## config.mk

```make
export PLATFORM = sky130hd
export DESIGN_NAME = fortran_subset_tokenizer
export DESIGN_NICKNAME = d
export VERILOG_FILES = /design/src/hw/rtl/fst_pkg.sv /design/src/hw/rtl/fst_queue.sv /design/src/hw/rtl/fst_lexer.sv /design/src/hw/rtl/fortran_subset_tokenizer.sv
export SDC_FILE = /design/constraint.sdc
export NUM_CORES = 2
export LEC_CHECK = 0
export ABC_AREA = 1
export BUFFER_PORTS_ARGS = -buffer_cell sky130_fd_sc_hd__buf_2
export CORE_ASPECT_RATIO = 2
export CORE_UTILIZATION = 59
export CTS_CLUSTER_DIAMETER = 200
export DETAILED_ROUTE_END_ITERATION = 16
export MAX_ROUTING_LAYER = met4
export PLACE_DENSITY = 0.79
export SKIP_CTS_REPAIR_TIMING = 1
export SLEW_MARGIN = 40
export SYNTH_ARGS = -nofsm -noshare
export SYNTH_HDL_FRONTEND = slang
export SYNTH_HIERARCHICAL = 1
export SYNTH_SLANG_ARGS = --single-unit
```

## constraint.sdc

```tcl
create_clock -name clk -period 11.1 [get_ports clk]
set_clock_uncertainty 0.15 [all_clocks]
set_input_delay 2.22 -clock clk [delete_from_list [all_inputs] [get_ports clk]]
set_output_delay 2.22 -clock clk [all_outputs]
set_load 0.01 [all_outputs]
```

## src/hw/rtl/fst_pkg.sv

```systemverilog
// ----------------------------------------------------------------------------
// Fortran subset tokenizer package
// Token kinds, scan modes, result record and lexer character helpers.
// ----------------------------------------------------------------------------
package fst_pkg;

    localparam int KIND_BITS = 6;
    localparam int MAX_TOKENS = 4;
    localparam int CNT_BITS = 3;
    localparam int TLEN_BITS = 16;
    localparam int IVAL_BITS = 31;
    localparam logic [30:0] INT_MAXV = 31'h7FFF_FFFF;
    localparam logic [15:0] LEN_MAX = 16'hFFFF;

    localparam logic [5:0] K_EOF = 6'd0;
    localparam logic [5:0] K_NL = 6'd1;
    localparam logic [5:0] K_ID = 6'd2;
    localparam logic [5:0] K_INT = 6'd3;
    localparam logic [5:0] K_STR = 6'd4;
    localparam logic [5:0] K_KW0 = 6'd5;
    localparam logic [5:0] K_PLUS = 6'd26;
    localparam logic [5:0] K_MINUS = 6'd27;
    localparam logic [5:0] K_STAR = 6'd28;
    localparam logic [5:0] K_SLASH = 6'd29;
    localparam logic [5:0] K_EQ = 6'd30;
    localparam logic [5:0] K_NE = 6'd31;
    localparam logic [5:0] K_LT = 6'd32;
    localparam logic [5:0] K_GT = 6'd33;
    localparam logic [5:0] K_LE = 6'd34;
    localparam logic [5:0] K_GE = 6'd35;
    localparam logic [5:0] K_AND = 6'd36;
    localparam logic [5:0] K_OR = 6'd37;
    localparam logic [5:0] K_NOT = 6'd38;
    localparam logic [5:0] K_ASSIGN = 6'd39;
    localparam logic [5:0] K_LPAR = 6'd40;
    localparam logic [5:0] K_RPAR = 6'd41;
    localparam logic [5:0] K_COMMA = 6'd42;
    localparam logic [5:0] K_DCOLON = 6'd43;
    localparam logic [5:0] K_ERR = 6'd44;

    localparam logic [7:0] CH_BANG = 8'h21;
    localparam logic [7:0] CH_SEMI = 8'h3B;
    localparam logic [7:0] CH_NL = 8'h0A;
    localparam logic [7:0] CH_DOT = 8'h2E;
    localparam logic [7:0] CH_COLON = 8'h3A;
    localparam logic [7:0] CH_EQ = 8'h3D;
    localparam logic [7:0] CH_SLASH = 8'h2F;
    localparam logic [7:0] CH_LT = 8'h3C;
    localparam logic [7:0] CH_GT = 8'h3E;

    localparam int NUM_KW = 21;
    localparam int KW_CHARS = 10;

    // Keywords, first character in the lowest byte, zero padded.
    localparam logic [8*KW_CHARS-1:0] KW_TEXT [NUM_KW] = '{
        80'h4D4152474F5250, 80'h444E45,
        80'h4E4F4954434E5546, 80'h454E4954554F52425553,
        80'h52454745544E49, 80'h544E45544E49, 80'h4E49,
        80'h54554F4E49, 80'h4649, 80'h4E454854, 80'h45534C45,
        80'h464945534C45, 80'h4F44, 80'h454C494857, 80'h544E495250,
        80'h44414552, 80'h4C4C4143, 80'h4E5255544552, 80'h504F5453,
        80'h54495845, 80'h454C435943
    };
    localparam logic [3:0] KW_LEN [NUM_KW] = '{
        4'd7, 4'd3, 4'd8, 4'd10, 4'd7, 4'd6, 4'd2, 4'd5, 4'd2, 4'd4, 4'd4,
        4'd6, 4'd2, 4'd5, 4'd5, 4'd4, 4'd4, 4'd6, 4'd4, 4'd4, 4'd5
    };

    typedef enum logic [7:0] {
        M_IDLE = 8'b0000_0001,
        M_COMMENT = 8'b0000_0010,
        M_IDENT = 8'b0000_0100,
        M_NUMBER = 8'b0000_1000,
        M_STRING = 8'b0001_0000,
        M_DOT = 8'b0010_0000,
        M_DOTWORD = 8'b0100_0000,
        M_OPWAIT = 8'b1000_0000
    } mode_t;

    typedef struct packed {
        logic [5:0] kind;
        logic [15:0] line;
        logic [23:0] start;
        logic [15:0] len;
        logic [30:0] ival;
        logic [7:0] bad;
    } token_t;

    function automatic logic is_alpha(input logic [7:0] c);
        return (c >= 8'h41 && c <= 8'h5A) || (c >= 8'h61 && c <= 8'h7A);
    endfunction

    function automatic logic is_digit(input logic [7:0] c);
        return c >= 8'h30 && c <= 8'h39;
    endfunction

    function automatic logic is_word(input logic [7:0] c);
        return is_alpha(c) || is_digit(c) || c == 8'h5F;
    endfunction

    function automatic logic [7:0] to_up(input logic [7:0] c);
        return (c >= 8'h61 && c <= 8'h7A) ? c - 8'd32 : c;
    endfunction

    function automatic logic [15:0] inc16(input logic [15:0] v);
        return (v != LEN_MAX) ? v + 16'd1 : v;
    endfunction

endpackage

```

## src/hw/rtl/fst_queue.sv

```systemverilog
// ----------------------------------------------------------------------------
// Token output queue
// Holds up to four tokens of one input beat and issues them one per beat.
// ----------------------------------------------------------------------------
module fst_queue
(
    input  logic                                    clk,
    input  logic                                    rst_n,
    input  logic                                    load,
    input  logic [fst_pkg::CNT_BITS-1:0]            load_count,
    input  fst_pkg::token_t [fst_pkg::MAX_TOKENS-1:0] load_tokens,
    output logic                                    can_load,
    output logic                                    out_valid,
    input  logic                                    out_ready,
    output fst_pkg::token_t                         out_token,
    output logic                                    out_last
);

    fst_pkg::token_t [fst_pkg::MAX_TOKENS-1:0] tok_reg;
    logic [fst_pkg::CNT_BITS-1:0] cnt_reg;
    logic [fst_pkg::CNT_BITS-1:0] idx_reg;
    logic pop;

    assign out_valid = (idx_reg != cnt_reg);
    assign pop = out_valid && out_ready;
    assign out_token = tok_reg[idx_reg[1:0]];
    assign out_last = (idx_reg + 3'd1 == cnt_reg);
    // The queue refills in the cycle its last token leaves.
    assign can_load = !out_valid || (pop && out_last);

    always_ff @(posedge clk or negedge rst_n)
    begin
        if (!rst_n)
        begin
            cnt_reg <= '0;
            idx_reg <= '0;
        end
        else if (load && can_load)
        begin
            cnt_reg <= load_count;
            idx_reg <= '0;
        end
        else if (pop)
        begin
            idx_reg <= idx_reg + 3'd1;
        end
    end

    always_ff @(posedge clk)
    begin
        if (load && can_load)
        begin
            tok_reg <= load_tokens;
        end
    end

endmodule

```

## src/hw/rtl/fst_lexer.sv

```systemverilog
// ----------------------------------------------------------------------------
// Lexer step
// Combinational next-state and token generation for one source byte.
// ----------------------------------------------------------------------------
module fst_lexer #(
    parameter int KEYWORD_MAX_LEN = 10,
    parameter int POSITION_BITS = 24,
    parameter int LINE_BITS = 16
)
(
    input  logic                    action,
    input  logic [7:0]              c,
    input  fst_pkg::mode_t          mode,
    input  logic [POSITION_BITS-1:0] pos,
    input  logic [LINE_BITS-1:0]    lcount,
    input  logic [POSITION_BITS-1:0] tstart,
    input  logic [LINE_BITS-1:0]    tline,
    input  logic [15:0]             rlen,
    input  logic [30:0]             acc,
    input  logic [7:0]              qchar,
    input  logic [7:0]              pchar,
    input  logic [7:0]              wbuf [KEYWORD_MAX_LEN],
    input  logic [7:0]              dbuf [5],
    output fst_pkg::mode_t          mode_n,
    output logic [POSITION_BITS-1:0] pos_n,
    output logic [LINE_BITS-1:0]    lcount_n,
    output logic [POSITION_BITS-1:0] tstart_n,
    output logic [LINE_BITS-1:0]    tline_n,
    output logic [15:0]             rlen_n,
    output logic [30:0]             acc_n,
    output logic [7:0]              qchar_n,
    output logic [7:0]              pchar_n,
    output logic [7:0]              wbuf_n [KEYWORD_MAX_LEN],
    output logic [7:0]              dbuf_n [5],
    output fst_pkg::token_t [fst_pkg::MAX_TOKENS-1:0] toks,
    output logic [fst_pkg::CNT_BITS-1:0] ntok
);

    localparam logic [POSITION_BITS-1:0] POS_MAX = '1;
    localparam logic [LINE_BITS-1:0] LN_MAX = '1;

    function automatic logic [15:0] sat_line(input logic [LINE_BITS-1:0] v);
        logic [31:0] w;
        w = 32'(v);
        return (w > 32'hFFFF) ? 16'hFFFF : w[15:0];
    endfunction

    function automatic logic [23:0] sat_pos(input logic [POSITION_BITS-1:0] v);
        logic [31:0] w;
        w = 32'(v);
        return (w > 32'hFF_FFFF) ? 24'hFF_FFFF : w[23:0];
    endfunction

    function automatic logic [5:0] word_kind(input logic [15:0] n,
                                             input logic [7:0] b [KEYWORD_MAX_LEN]);
        logic [5:0] k;
        logic hit;
        k = fst_pkg::K_ID;
        for (int i = fst_pkg::NUM_KW - 1; i >= 0; i--)
        begin
            hit = (n == 16'(fst_pkg::KW_LEN[i]));
            for (int j = 0; j < fst_pkg::KW_CHARS; j++)
            begin
                if (j < fst_pkg::KW_LEN[i] && b[j] != fst_pkg::KW_TEXT[i][8*j +: 8])
                begin
                    hit = 1'b0;
                end
            end
            if (hit)
            begin
                k = fst_pkg::K_KW0 + 6'(i);
            end
        end
        return k;
    endfunction

    always_comb
    begin
        logic [POSITION_BITS-1:0] after_dot;
        logic [POSITION_BITS-1:0] pos1;
        logic [15:0] tl16;
        logic [15:0] ln16;
        logic [23:0] ts24;
        logic [5:0] wk;
        logic [5:0] op1;
        logic [5:0] op2;
        logic do_idle;
        logic [34:0] prod;
        int n;
        logic [5:0] dk;
        logic dok;
        logic [30:0] dval;

        mode_n = mode;
        pos_n = pos;
        lcount_n = lcount;
        tstart_n = tstart;
        tline_n = tline;
        rlen_n = rlen;
        acc_n = acc;
        qchar_n = qchar;
        pchar_n = pchar;
        wbuf_n = wbuf;
        dbuf_n = dbuf;
        toks = '0;
        n = 0;
        do_idle = 1'b0;
        after_dot = (tstart != POS_MAX) ? tstart + 1'b1 : POS_MAX;
        pos1 = (pos != POS_MAX) ? pos + 1'b1 : POS_MAX;
        tl16 = sat_line(tline);
        ln16 = sat_line(lcount);
        ts24 = sat_pos(tstart);
        wk = (rlen <= 16'(KEYWORD_MAX_LEN)) ? word_kind(rlen, wbuf) : fst_pkg::K_ID;
        prod = {4'd0, acc} * 35'd10 + 35'(c - 8'h30);

        case (pchar)
            fst_pkg::CH_EQ: op1 = fst_pkg::K_ASSIGN;
            fst_pkg::CH_SLASH: op1 = fst_pkg::K_SLASH;
            fst_pkg::CH_LT: op1 = fst_pkg::K_LT;
            fst_pkg::CH_GT: op1 = fst_pkg::K_GT;
            default: op1 = fst_pkg::K_ERR;
        endcase
        op2 = 6'd0;
        if (pchar == fst_pkg::CH_COLON && c == fst_pkg::CH_COLON)
        begin
            op2 = fst_pkg::K_DCOLON;
        end
        else if (c == fst_pkg::CH_EQ)
        begin
            case (pchar)
                fst_pkg::CH_EQ: op2 = fst_pkg::K_EQ;
                fst_pkg::CH_SLASH: op2 = fst_pkg::K_NE;
                fst_pkg::CH_LT: op2 = fst_pkg::K_LE;
                fst_pkg::CH_GT: op2 = fst_pkg::K_GE;
                default: op2 = 6'd0;
            endcase
        end

        dk = 6'd0;
        dval = '0;
        dok = 1'b1;
        if (rlen == 16'd3 && dbuf[0] == 8'h41 && dbuf[1] == 8'h4E && dbuf[2] == 8'h44)
            dk = fst_pkg::K_AND;
        else if (rlen == 16'd2 && dbuf[0] == 8'h4F && dbuf[1] == 8'h52)
            dk = fst_pkg::K_OR;
        else if (rlen == 16'd3 && dbuf[0] == 8'h4E && dbuf[1] == 8'h4F && dbuf[2] == 8'h54)
            dk = fst_pkg::K_NOT;
        else if (rlen == 16'd4 && dbuf[0] == 8'h54 && dbuf[1] == 8'h52
                 && dbuf[2] == 8'h55 && dbuf[3] == 8'h45)
        begin
            dk = fst_pkg::K_INT;
            dval = 31'd1;
        end
        else if (rlen == 16'd5 && dbuf[0] == 8'h46 && dbuf[1] == 8'h41
                 && dbuf[2] == 8'h4C && dbuf[3] == 8'h53 && dbuf[4] == 8'h45)
            dk = fst_pkg::K_INT;
        else
            dok = 1'b0;

        if (action)
        begin
            case (mode)
                fst_pkg::M_STRING:
                begin
                    toks[n] = '{fst_pkg::K_STR, tl16, ts24, rlen, 31'd0, 8'd0};
                    n++;
                end
                fst_pkg::M_NUMBER:
                begin
                    toks[n] = '{fst_pkg::K_INT, tl16, ts24, rlen, acc, 8'd0};
                    n++;
                end
                fst_pkg::M_IDENT:
                begin
                    toks[n] = '{wk, tl16, ts24, rlen, 31'd0, 8'd0};
                    n++;
                end
                fst_pkg::M_DOT:
                begin
                    toks[n] = '{fst_pkg::K_ERR, tl16, ts24, 16'd1, 31'd0, fst_pkg::CH_DOT};
                    n++;
                end
                fst_pkg::M_DOTWORD:
                begin
                    toks[n] = '{fst_pkg::K_ERR, tl16, ts24, 16'd1, 31'd0, fst_pkg::CH_DOT};
                    n++;
                    toks[n] = '{wk, tl16, sat_pos(after_dot), rlen, 31'd0, 8'd0};
                    n++;
                end
                fst_pkg::M_OPWAIT:
                begin
                    toks[n] = '{op1, tl16, ts24, 16'd1, 31'd0,
                                (op1 == fst_pkg::K_ERR) ? pchar : 8'd0};
                    n++;
                end
                default: ;
            endcase
            toks[n] = '{fst_pkg::K_EOF, ln16, sat_pos(pos), 16'd0, 31'd0, 8'd0};
            n++;
            mode_n = fst_pkg::M_IDLE;
            pos_n = '0;
            lcount_n = LINE_BITS'(1);
            tstart_n = '0;
            tline_n = LINE_BITS'(1);
            rlen_n = '0;
            acc_n = '0;
            qchar_n = '0;
            pchar_n = '0;
        end
        else
        begin
            case (mode)
                fst_pkg::M_COMMENT: do_idle = (c == fst_pkg::CH_NL);
                fst_pkg::M_STRING:
                begin
                    if (c == qchar || c == fst_pkg::CH_NL)
                    begin
                        toks[n] = '{fst_pkg::K_STR, tl16, ts24, rlen, 31'd0, 8'd0};
                        n++;
                        mode_n = fst_pkg::M_IDLE;
                        do_idle = (c != qchar);
                    end
                    else
                        rlen_n = fst_pkg::inc16(rlen);
                end
                fst_pkg::M_NUMBER:
                begin
                    if (fst_pkg::is_digit(c))
                    begin
                        acc_n = (prod > 35'(fst_pkg::INT_MAXV)) ? fst_pkg::INT_MAXV
                                                                : prod[30:0];
                        rlen_n = fst_pkg::inc16(rlen);
                    end
                    else
                    begin
                        toks[n] = '{fst_pkg::K_INT, tl16, ts24, rlen, acc, 8'd0};
                        n++;
                        do_idle = 1'b1;
                    end
                end
                fst_pkg::M_IDENT:
                begin
                    if (fst_pkg::is_word(c))
                    begin
                        if (rlen < 16'(KEYWORD_MAX_LEN))
                            wbuf_n[rlen[$clog2(KEYWORD_MAX_LEN)-1:0]] = fst_pkg::to_up(c);
                        rlen_n = fst_pkg::inc16(rlen);
                    end
                    else
                    begin
                        toks[n] = '{wk, tl16, ts24, rlen, 31'd0, 8'd0};
                        n++;
                        do_idle = 1'b1;
                    end
                end
                fst_pkg::M_DOT:
                begin
                    if (fst_pkg::is_alpha(c))
                    begin
                        dbuf_n[0] = fst_pkg::to_up(c);
                        wbuf_n[0] = fst_pkg::to_up(c);
                        rlen_n = 16'd1;
                        mode_n = fst_pkg::M_DOTWORD;
                    end
                    else
                    begin
                        toks[n] = '{fst_pkg::K_ERR, tl16, ts24, 16'd1, 31'd0,
                                    fst_pkg::CH_DOT};
                        n++;
                        do_idle = 1'b1;
                    end
                end
                fst_pkg::M_DOTWORD:
                begin
                    if (fst_pkg::is_alpha(c))
                    begin
                        if (rlen < 16'd5)
                            dbuf_n[rlen[2:0]] = fst_pkg::to_up(c);
                        if (rlen < 16'(KEYWORD_MAX_LEN))
                            wbuf_n[rlen[$clog2(KEYWORD_MAX_LEN)-1:0]] = fst_pkg::to_up(c);
                        rlen_n = fst_pkg::inc16(rlen);
                    end
                    else if (c == fst_pkg::CH_DOT && dok)
                    begin
                        toks[n] = '{dk, tl16, ts24, rlen + 16'd2, dval, 8'd0};
                        n++;
                        mode_n = fst_pkg::M_IDLE;
                    end
                    else
                    begin
                        toks[n] = '{fst_pkg::K_ERR, tl16, ts24, 16'd1, 31'd0,
                                    fst_pkg::CH_DOT};
                        n++;
                        if (c != fst_pkg::CH_DOT && fst_pkg::is_word(c))
                        begin
                            // The dotted word becomes an identifier after the dot.
                            tstart_n = after_dot;
                            if (rlen < 16'(KEYWORD_MAX_LEN))
                                wbuf_n[rlen[$clog2(KEYWORD_MAX_LEN)-1:0]] =
                                    fst_pkg::to_up(c);
                            rlen_n = fst_pkg::inc16(rlen);
                            mode_n = fst_pkg::M_IDENT;
                        end
                        else
                        begin
                            toks[n] = '{wk, tl16, sat_pos(after_dot), rlen, 31'd0, 8'd0};
                            n++;
                            do_idle = 1'b1;
                        end
                    end
                end
                fst_pkg::M_OPWAIT:
                begin
                    if (op2 != 6'd0)
                    begin
                        toks[n] = '{op2, tl16, ts24, 16'd2, 31'd0, 8'd0};
                        n++;
                        mode_n = fst_pkg::M_IDLE;
                    end
                    else
                    begin
                        toks[n] = '{op1, tl16, ts24, 16'd1, 31'd0,
                                    (op1 == fst_pkg::K_ERR) ? pchar : 8'd0};
                        n++;
                        do_idle = 1'b1;
                    end
                end
                default: do_idle = 1'b1;
            endcase

            if (do_idle)
            begin
                mode_n = fst_pkg::M_IDLE;
                if (c == 8'h20 || c == 8'h09 || c == 8'h0D)
                begin
                end
                else if (c == fst_pkg::CH_NL || c == fst_pkg::CH_SEMI)
                begin
                    toks[n] = '{fst_pkg::K_NL, ln16, sat_pos(pos), 16'd1, 31'd0, 8'd0};
                    n++;
                end
                else if (c == fst_pkg::CH_BANG)
                    mode_n = fst_pkg::M_COMMENT;
                else if (c == 8'h22 || c == 8'h27)
                begin
                    tstart_n = pos1;
                    tline_n = lcount;
                    rlen_n = '0;
                    qchar_n = c;
                    mode_n = fst_pkg::M_STRING;
                end
                else if (fst_pkg::is_digit(c))
                begin
                    tstart_n = pos;
                    tline_n = lcount;
                    acc_n = 31'(c - 8'h30);
                    rlen_n = 16'd1;
                    mode_n = fst_pkg::M_NUMBER;
                end
                else if (fst_pkg::is_word(c))
                begin
                    tstart_n = pos;
                    tline_n = lcount;
                    wbuf_n[0] = fst_pkg::to_up(c);
                    rlen_n = 16'd1;
                    mode_n = fst_pkg::M_IDENT;
                end
                else if (c == fst_pkg::CH_DOT)
                begin
                    tstart_n = pos;
                    tline_n = lcount;
                    rlen_n = '0;
                    mode_n = fst_pkg::M_DOT;
                end
                else if (c == fst_pkg::CH_COLON || c == fst_pkg::CH_EQ
                         || c == fst_pkg::CH_SLASH || c == fst_pkg::CH_LT
                         || c == fst_pkg::CH_GT)
                begin
                    tstart_n = pos;
                    tline_n = lcount;
                    rlen_n = '0;
                    pchar_n = c;
                    mode_n = fst_pkg::M_OPWAIT;
                end
                else
                begin
                    case (c)
                        8'h2B: toks[n] = '{fst_pkg::K_PLUS, ln16, sat_pos(pos), 16'd1, 31'd0, 8'd0};
                        8'h2D: toks[n] = '{fst_pkg::K_MINUS, ln16, sat_pos(pos), 16'd1, 31'd0, 8'd0};
                        8'h2A: toks[n] = '{fst_pkg::K_STAR, ln16, sat_pos(pos), 16'd1, 31'd0, 8'd0};
                        8'h28: toks[n] = '{fst_pkg::K_LPAR, ln16, sat_pos(pos), 16'd1, 31'd0, 8'd0};
                        8'h29: toks[n] = '{fst_pkg::K_RPAR, ln16, sat_pos(pos), 16'd1, 31'd0, 8'd0};
                        8'h2C: toks[n] = '{fst_pkg::K_COMMA, ln16, sat_pos(pos), 16'd1, 31'd0, 8'd0};
                        default: toks[n] = '{fst_pkg::K_ERR, ln16, sat_pos(pos), 16'd1, 31'd0, c};
                    endcase
                    n++;
                end
            end

            if (c == fst_pkg::CH_NL && lcount != LN_MAX)
                lcount_n = lcount + 1'b1;
            pos_n = pos1;
        end
        ntok = fst_pkg::CNT_BITS'(n);
    end

endmodule

```

## src/hw/rtl/fortran_subset_tokenizer.sv

```systemverilog
// ----------------------------------------------------------------------------
// Fortran subset tokenizer
// Streaming lexer: one source byte per beat in, zero to three tokens out.
// ----------------------------------------------------------------------------
// Channel  Dir  Fields (low bit first)
// s_axis   in   tdata: char_code[7:0]; tuser: action
// m_axis   out  tdata: kind, line, start, length, literal_value, bad_char; tlast
//
// One byte is lexed per cycle while the token queue can load, by the lexer
// step between the scan state registers and the token queue. A byte that
// yields tokens holds off the next byte until the queue has drained.
// Reset clears the scan state but not the word buffers, and empties the queue.
// The end marker emits EOF and returns the scan state to its reset values.
// ----------------------------------------------------------------------------
module fortran_subset_tokenizer #(
    parameter int KEYWORD_MAX_LEN = 10,
    parameter int POSITION_BITS = 24,
    parameter int LINE_BITS = 16
)
(
    input  logic         clk,
    input  logic         rst_n,
    input  logic         s_axis_tvalid,
    output logic         s_axis_tready,
    input  logic [7:0]   s_axis_tdata,   // char_code
    input  logic         s_axis_tuser,   // action
    output logic         m_axis_tvalid,
    input  logic         m_axis_tready,
    // token_kind[5:0], line_number[21:6], start_offset[45:22],
    // token_length[61:46], literal_value[92:62], bad_char[100:93], zero pad
    output logic [103:0] m_axis_tdata,
    output logic         m_axis_tlast
);

    fst_pkg::mode_t mode_reg, mode_next;
    logic [POSITION_BITS-1:0] pos_reg, pos_next, tstart_reg, tstart_next;
    logic [LINE_BITS-1:0] line_reg, line_next, tline_reg, tline_next;
    logic [15:0] rlen_reg, rlen_next;
    logic [30:0] acc_reg, acc_next;
    logic [7:0] qchar_reg, qchar_next, pchar_reg, pchar_next;
    logic [7:0] wbuf_reg [KEYWORD_MAX_LEN];
    logic [7:0] wbuf_next [KEYWORD_MAX_LEN];
    logic [7:0] dbuf_reg [5];
    logic [7:0] dbuf_next [5];
    fst_pkg::token_t [fst_pkg::MAX_TOKENS-1:0] toks;
    logic [fst_pkg::CNT_BITS-1:0] ntok;
    logic can_load, take;
    fst_pkg::token_t otok;

    assign s_axis_tready = can_load;
    assign take = s_axis_tvalid && can_load;

    fst_lexer #(
        .KEYWORD_MAX_LEN(KEYWORD_MAX_LEN),
        .POSITION_BITS(POSITION_BITS),
        .LINE_BITS(LINE_BITS)
    ) u_lexer (
        .action(s_axis_tuser), .c(s_axis_tdata), .mode(mode_reg), .pos(pos_reg),
        .lcount(line_reg), .tstart(tstart_reg), .tline(tline_reg), .rlen(rlen_reg),
        .acc(acc_reg), .qchar(qchar_reg), .pchar(pchar_reg), .wbuf(wbuf_reg),
        .dbuf(dbuf_reg), .mode_n(mode_next), .pos_n(pos_next), .lcount_n(line_next),
        .tstart_n(tstart_next), .tline_n(tline_next), .rlen_n(rlen_next),
        .acc_n(acc_next), .qchar_n(qchar_next), .pchar_n(pchar_next),
        .wbuf_n(wbuf_next), .dbuf_n(dbuf_next), .toks(toks), .ntok(ntok)
    );

    fst_queue u_queue (
        .clk(clk), .rst_n(rst_n), .load(take && ntok != '0), .load_count(ntok),
        .load_tokens(toks), .can_load(can_load), .out_valid(m_axis_tvalid),
        .out_ready(m_axis_tready), .out_token(otok), .out_last(m_axis_tlast)
    );

    assign m_axis_tdata = {3'd0, otok.bad, otok.ival, otok.len, otok.start,
                           otok.line, otok.kind};

    always_ff @(posedge clk or negedge rst_n)
    begin
        if (!rst_n)
        begin
            mode_reg <= fst_pkg::M_IDLE;
            pos_reg <= '0;
            line_reg <= LINE_BITS'(1);
            tstart_reg <= '0;
            tline_reg <= LINE_BITS'(1);
            rlen_reg <= '0;
            acc_reg <= '0;
            qchar_reg <= '0;
            pchar_reg <= '0;
        end
        else if (take)
        begin
            mode_reg <= mode_next;
            pos_reg <= pos_next;
            line_reg <= line_next;
            tstart_reg <= tstart_next;
            tline_reg <= tline_next;
            rlen_reg <= rlen_next;
            acc_reg <= acc_next;
            qchar_reg <= qchar_next;
            pchar_reg <= pchar_next;
        end
    end

    always_ff @(posedge clk)
    begin
        if (take)
        begin
            wbuf_reg <= wbuf_next;
            dbuf_reg <= dbuf_next;
        end
    end

endmodule

```

Word-level counts from Yosys, hierarchy flattened
Cells that the tools add are included.
{"block": "totals", "inputBits": 13, "register_bits": 681, "elab_cells": 639}
{"block": "classes", "n_mul": 1, "n_addsub": 12, "magnitude_cmp": 19, "bitwise": 3, "reduce_logical": 69, "mux": 335, "eq_ne": 150}
{"cell": "404-bit two-way mux", "count": 10}
{"cell": "404-bit bitwise mux", "count": 9}
{"cell": "404-bit one-hot mux with 6 select lines", "count": 1}
{"cell": "101-bit two-way mux", "count": 15}
{"cell": "101-bit one-hot mux with 6 select lines", "count": 1}
{"cell": "8-bit by 7-bit inequality test with 1-bit output (second input constant)", "count": 65}
{"cell": "101-bit one-hot mux with 5 select lines", "count": 1}
{"cell": "16-bit two-way mux", "count": 30}
{"cell": "24-bit two-way mux", "count": 17}
{"cell": "101-bit demux with 2-bit select", "count": 2}
{"cell": "31-bit two-way mux", "count": 13}
{"cell": "80-bit two-way mux", "count": 5}
{"cell": "8-bit two-way mux", "count": 45}
{"cell": "101-bit binary-select mux with 2-bit select", "count": 1}
{"cell": "202-bit two-way mux", "count": 1}
{"cell": "32-bit one-hot mux with 6 select lines", "count": 1}
{"cell": "8-bit by 6-bit == test with 1-bit output (second input constant)", "count": 23}
{"cell": "6-bit two-way mux", "count": 27}
{"cell": "8-bit by 7-bit == test with 1-bit output (second input constant)", "count": 18}
{"cell": "72-bit one-hot mux with 2 select lines", "count": 1}
{"cell": "32-bit two-way mux", "count": 4}
{"cell": "1-bit two-way mux", "count": 120}
{"cell": "98-bit two-way mux", "count": 1}
{"cell": "97-bit two-way mux", "count": 1}
{"cell": "other kinds (78)", "count": 177}

Depth between registers and ports, before layout
{"block": "logic_depth", "word_depth": 45, "depth_mapped": 33, "mapped_depth_nobuf": 32}

Cells and area by module
The synthesis kept the hierarchy.
{"module": "fst_lexer", "n_inst": 1, "seq_area_each_um2": 0.0, "area_per_inst_um2": 23930.5, "cells_each": 4923}
{"module": "fst_queue", "n_inst": 1, "seq_area_each_um2": 12281.8, "area_per_inst_um2": 15288.4, "cells_each": 1040}
{"module": "fortran_subset_tokenizer", "n_inst": 1, "seq_area_each_um2": 7385.8, "area_per_inst_um2": 9295.2, "cells_each": 765}

Least setup slack after synthesis
No wires, ideal clock.
{"block": "synth_timing", "path_kind": "in2reg", "from": "in s_axis_tdata[4]", "to": "reg u_queue/tok_reg[0] (netlist bit) (enable)", "arrival_time_ps": 13409, "cell_stages": 23, "path_slack_ps": -3210, "setup_time_ps": 752, "path_buffers": 4, "t_required_ps": 10198, "cell_sequence": "clkbuf_1 inv_1 clkbuf_1 ha_1 nand2_1 nor2_2 inv_1 nor2_4 inv_2 nand2_2 nand2_1 inv_1 nand2_4 inv_1 clkbuf_1 ha_1 nand3_2 buf_2 nand2_1 inv_1 a21oi_1 nand2_4 inv_1"}
{"block": "synth_via", "elab_chain_cells": 25}
{"element": "from (decl)", "line_no": "fortran_subset_tokenizer.sv:25", "source": "input logic [7:0] s_axis_tdata,"}
{"element": "8-bit by 7-bit >= comparator with 1-bit output / 8-bit by 7-bit <= comparator with 1-bit output (equally long branches)", "line_no": "fst_pkg.sv:90", "source": "return (c >= 8'h41 && c <= 8'h5A) || (c >= 8'h61 && c <= 8'h7A);"}
{"element": "1-bit logical AND", "line_no": "fst_pkg.sv:90"}
{"element": "1-bit logical OR", "line_no": "fst_pkg.sv:90"}
{"element": "1-bit logical OR (2 in a row)", "line_no": "fst_pkg.sv:98", "source": "return is_alpha(c) || is_digit(c) || c == 8'h5F;"}
{"element": "1-bit logical AND", "line_no": "fst_lexer.sv:294", "source": "if (c != fst_pkg::CH_DOT && fst_pkg::is_word(c))"}
{"element": "2-bit two-way mux", "line_no": "fst_lexer.sv:294"}
{"element": "32-bit two-way mux", "line_no": "fst_lexer.sv:283", "source": "else if (c == fst_pkg::CH_DOT && dok)"}
{"element": "32-bit two-way mux", "line_no": "fst_lexer.sv:275", "source": "if (fst_pkg::is_alpha(c))"}
{"element": "(+9 left out)"}
{"element": "3-bit two-way mux", "line_no": "fst_lexer.sv:337", "source": "else if (c == fst_pkg::CH_NL || c == fst_pkg::CH_SEMI)"}
{"element": "3-bit two-way mux", "line_no": "fst_lexer.sv:334", "source": "if (c == 8'h20 || c == 8'h09 || c == 8'h0D)"}
{"element": "3-bit two-way mux *", "line_no": "fst_lexer.sv:331", "source": "if (do_idle)"}
{"element": "3-bit two-way mux *", "line_no": "fst_lexer.sv:160", "source": "if (action)"}
{"element": "via ntok, one bit", "line_no": "fortran_subset_tokenizer.sv:46", "source": "logic [fst_pkg::CNT_BITS-1:0] ntok;"}
{"element": "3-bit nonzero test *", "line_no": "fortran_subset_tokenizer.sv:68", "source": ".clk(clk), .rst_n(rst_n), .load(take && ntok != '0), .load_count(ntok),"}
{"element": "1-bit logical AND *", "line_no": "fortran_subset_tokenizer.sv:68"}
{"element": "1-bit logical AND *", "line_no": "fst_queue.sv:51", "source": "if (load && can_load)"}
{"element": "to (signal assigned)", "line_no": "fst_queue.sv:53", "source": "tok_reg <= load_tokens;"}
{"element": "to (decl)", "line_no": "fst_queue.sv:19", "source": "fst_pkg::token_t [fst_pkg::MAX_TOKENS-1:0] tok_reg;"}
The timed path passes the listed nets; every way through them passes the cells marked *. The select of a mux whose other input is x is not followed.
A chain may end at the register's enable or synchronous reset.

Worst setup path after layout
{"block": "layout_timing", "from": "in s_axis_tdata[2]", "to": "reg u_queue/tok_reg[282] (netlist bit) (enable)"}
Same word-level chain as after synthesis.

==> flow_summary_export.csv <==
group,metric,value,unit
power,cellPowerDensity,219,nW/um^2
yosys,synthesis.area,48500,sq um
setup_path,arrival,8.77,ns
hold_path,hold_end,"mode_reg[0]",
timing,hold_ws,0.324,ns
clock_network,cts_buffers,60,
route,antenna_left,0,
yosys,synth_area_per_cell,7.21,sq um
route,num_vias,48200,
placement,io_buffers,116,
global_routing,track_usage,0.440,
flow_run,cap_viol_max_count,0,
route,wl_met3,15400,microns
timing,slew_headroom,0.319,
setup_path,required,11.32,ns
timing,post-route-min-period,8.56,ns
yosys,netlist_top_cells_area,"edfxtp_1 32%, nand2_1 14%, dfrtp_1 7.9%",
setup_path,cp-start-kind,"primary input",
power,ir_worst_vdd,0.187,mV
setup_path,rr_worst_depth,22,
yosys,yosys_warnings,6,
hold_path,worstHoldStart,"mode_reg[0]",
layout,drive_gt1_frac,0.0675,
yosys,synth_area_leader_cell,"edfxtp_1",
clock_network,clk_latency,0.71,ns
floorplanning,die_y,408,microns
global_routing,antenna_found_initial,6,
route,top_layer,"met4",
placement,detailed_place_hpwl,128000,microns
floorplanning,die_area,83400,sq um
route,wl_met1,57800,microns
layout,area_growth_syn_to_layout,6.14,%
timing,hold_viol,0,
route,wirelength,180000,microns
route,wl_per_cell,23.3,microns
clock_network,clock-root-buffer,"clkbuf_16",
yosys,synth_cells,6728,
power,p_leak,0.0218,uW
layout,largest_reg_flops,404,
layout,final_cell_mix,"1,832 x nand2_1, 800 x nor2_1, 645 x o21ai_0",
floorplanning,boundaryPins,120,
timing,slew_violations,0,
yosys,synth-seq-cells,681,
setup_path,cpMostUsedCell,"nand2_1",
timing,worst_slack,2.54,ns
floorplanning,core_area,81300,sq um
setup_path,worst-path-buf-inv,7,
global_routing,grt_max_degree,150,
setup_path,critical-path-top-delay-family,"simple AND/OR/NAND/NOR gates",
timing,setup_viol,0,
placement,numPlacedInstances,7619,
floorplanning,row_count,148,
global_routing,grt_first_pass_wirelength,270000,microns
timing,fin_setup_tns,0,ns
layout,stdcell_count,7740,
setup_path,r2r_start,"rlen_reg[1]",
route,drt_pass1_iterations,9,
timing,max_freq,0.117,GHz
setup_path,worstSetupEndpointType,"flop",
floorplanning,die_width,205,microns
timing,fin_crit_sh,0.771,
clock_network,cts_tree,"built",
clock_network,ctsLongestPathBuffers,3,
placement,dpl_worst_slack,2.00,ns
yosys,yosysUniqueCellTypes,62,
route,via_per_inst,6.22,
layout,nets,6768,
yosys,yosysTopAreaCellShare,0.324,
timing,tightest_slew,1.01,ns
global_routing,grt_pass1_vias,46500,
route,drt_iter0_drc,5069,
hold_path,holdPathStages,2,
setup_path,path_class,"in2reg",
setup_path,r2r_setup_slack,4.20,ns
setup_path,max_stage_delay,0.62,ns
status,status,"finished clean",
clock_network,cts.htree.levels,2,
yosys,synth_edf_count,524,
yosys,synth_seq_area_share,0.405,
setup_path,r2r_end,"u_queue/tok_reg[282]",
layout,final_common_cell,"nand2_1",
route,route.met2.wl,88100,microns
layout,fin_util,0.633,
floorplanning,start_util,0.597,
placement,place_congestion,1.09,
yosys,async_reset_ff_frac,0.231,
clock_network,clkSinkCount,681,
timing,rsz0062_at_grt,"false",
setup_path,crit_fanout,37,
global_routing,globalRouteOverflowTotal,0,
hold_path,hp-class,"reg2reg",
route,drcViolationCount,0,
yosys,synthFlopType,"edfxtp_1",
setup_path,slowest_stage,"nand2_2",
clock_network,clk_pin_slew,0.07,ns
tightest hold or removal path: stages, from the launching register on:
cell	delay, ns
dfstp_2	0.37
nand2_1	0.05
nand2_1	0.05
cells by family after synthesis:
logic type                 share of synthesized area
AOI/OAI and AO/OA                              0.149
xor gates and xnor gates                      0.0148
adders and majority gates                     0.0318
buffers and inverters                         0.0980
DFF                                            0.405
other                                       0.000155
and+or+nand+nor                                0.301
where the power goes:
| group | switching (uW) | leakage (uW) | internal (uW) |
|---|---|---|---|
| clock network | 1080 | 0.00104 | 1230 |
| registers | 462 | 0.00697 | 3340 |
| logic | 3740 | 0.0137 | 1400 |
| total | 5280 | 0.0218 | 5970 |
final cells by class:
type,count,area [sq um]
Fill cell,7392,29800
Multi-Input combinational cell,5097,24800
Sequential cell,681,19700
Inverter,604,2300
Clock buffer,69,1610
Tap cell,1050,1310
Timing Repair Buffer,189,1240
Clock inverter,44,549
Antenna cell,6,15.0
worst max-delay path by stage:
stage | start | end | slack [ns] | depth (start not counted)
6_report | s_axis_tdata[2] | u_queue/tok_reg[282] | 2.54 | 25
5_1_grt | s_axis_tdata[2] | u_queue/tok_reg[384] | 2.20 | 25
3_5_place_dp | s_axis_tdata[2] | u_queue/tok_reg[382] | 2.00 | 25
3_3_place_gp | s_axis_tdata[2] | u_queue/tok_reg[281] | 2.16 | 25
2_1_floorplan | s_axis_tdata[4] | u_queue/tok_reg[0] | 0.006 | 22
4_1_cts | s_axis_tdata[2] | u_queue/tok_reg[383] | 2.75 | 25
metrics by stage:
step,power [uW],cell area (sq um)
after floorplan,7160,49200
after global placement,8680,49200
after detailed placement,8800,49200
after CTS,11100,51400
after global routing,11800,51500
final,11300,51500
routing by layer:
metal  up-vias  global-route usage
met1     22200               0.439
met4         0               0.373
li1      22200                   -
met5         -                   -
met3       984              0.0781
met2      2787               0.734
synthesized netlist by cell type (20+ instances only):
cell      instances
buf_2           101
dfrtp_1         154
o211ai_1         47
nor2_1          807
ha_1            120
nand3_1         433
xor2_1           65
a21oi_1         266
inv_1           573
clkbuf_1        192
buf_1            30
nor3_1          146
nor4_1           27
o21bai_1         20
buf_4           135
o21ai_0         646
nand2_1        1839
o22ai_1         199
nand4_1         123
edfxtp_1        524
No activity file was read; power rests on OpenSTA's default activity.
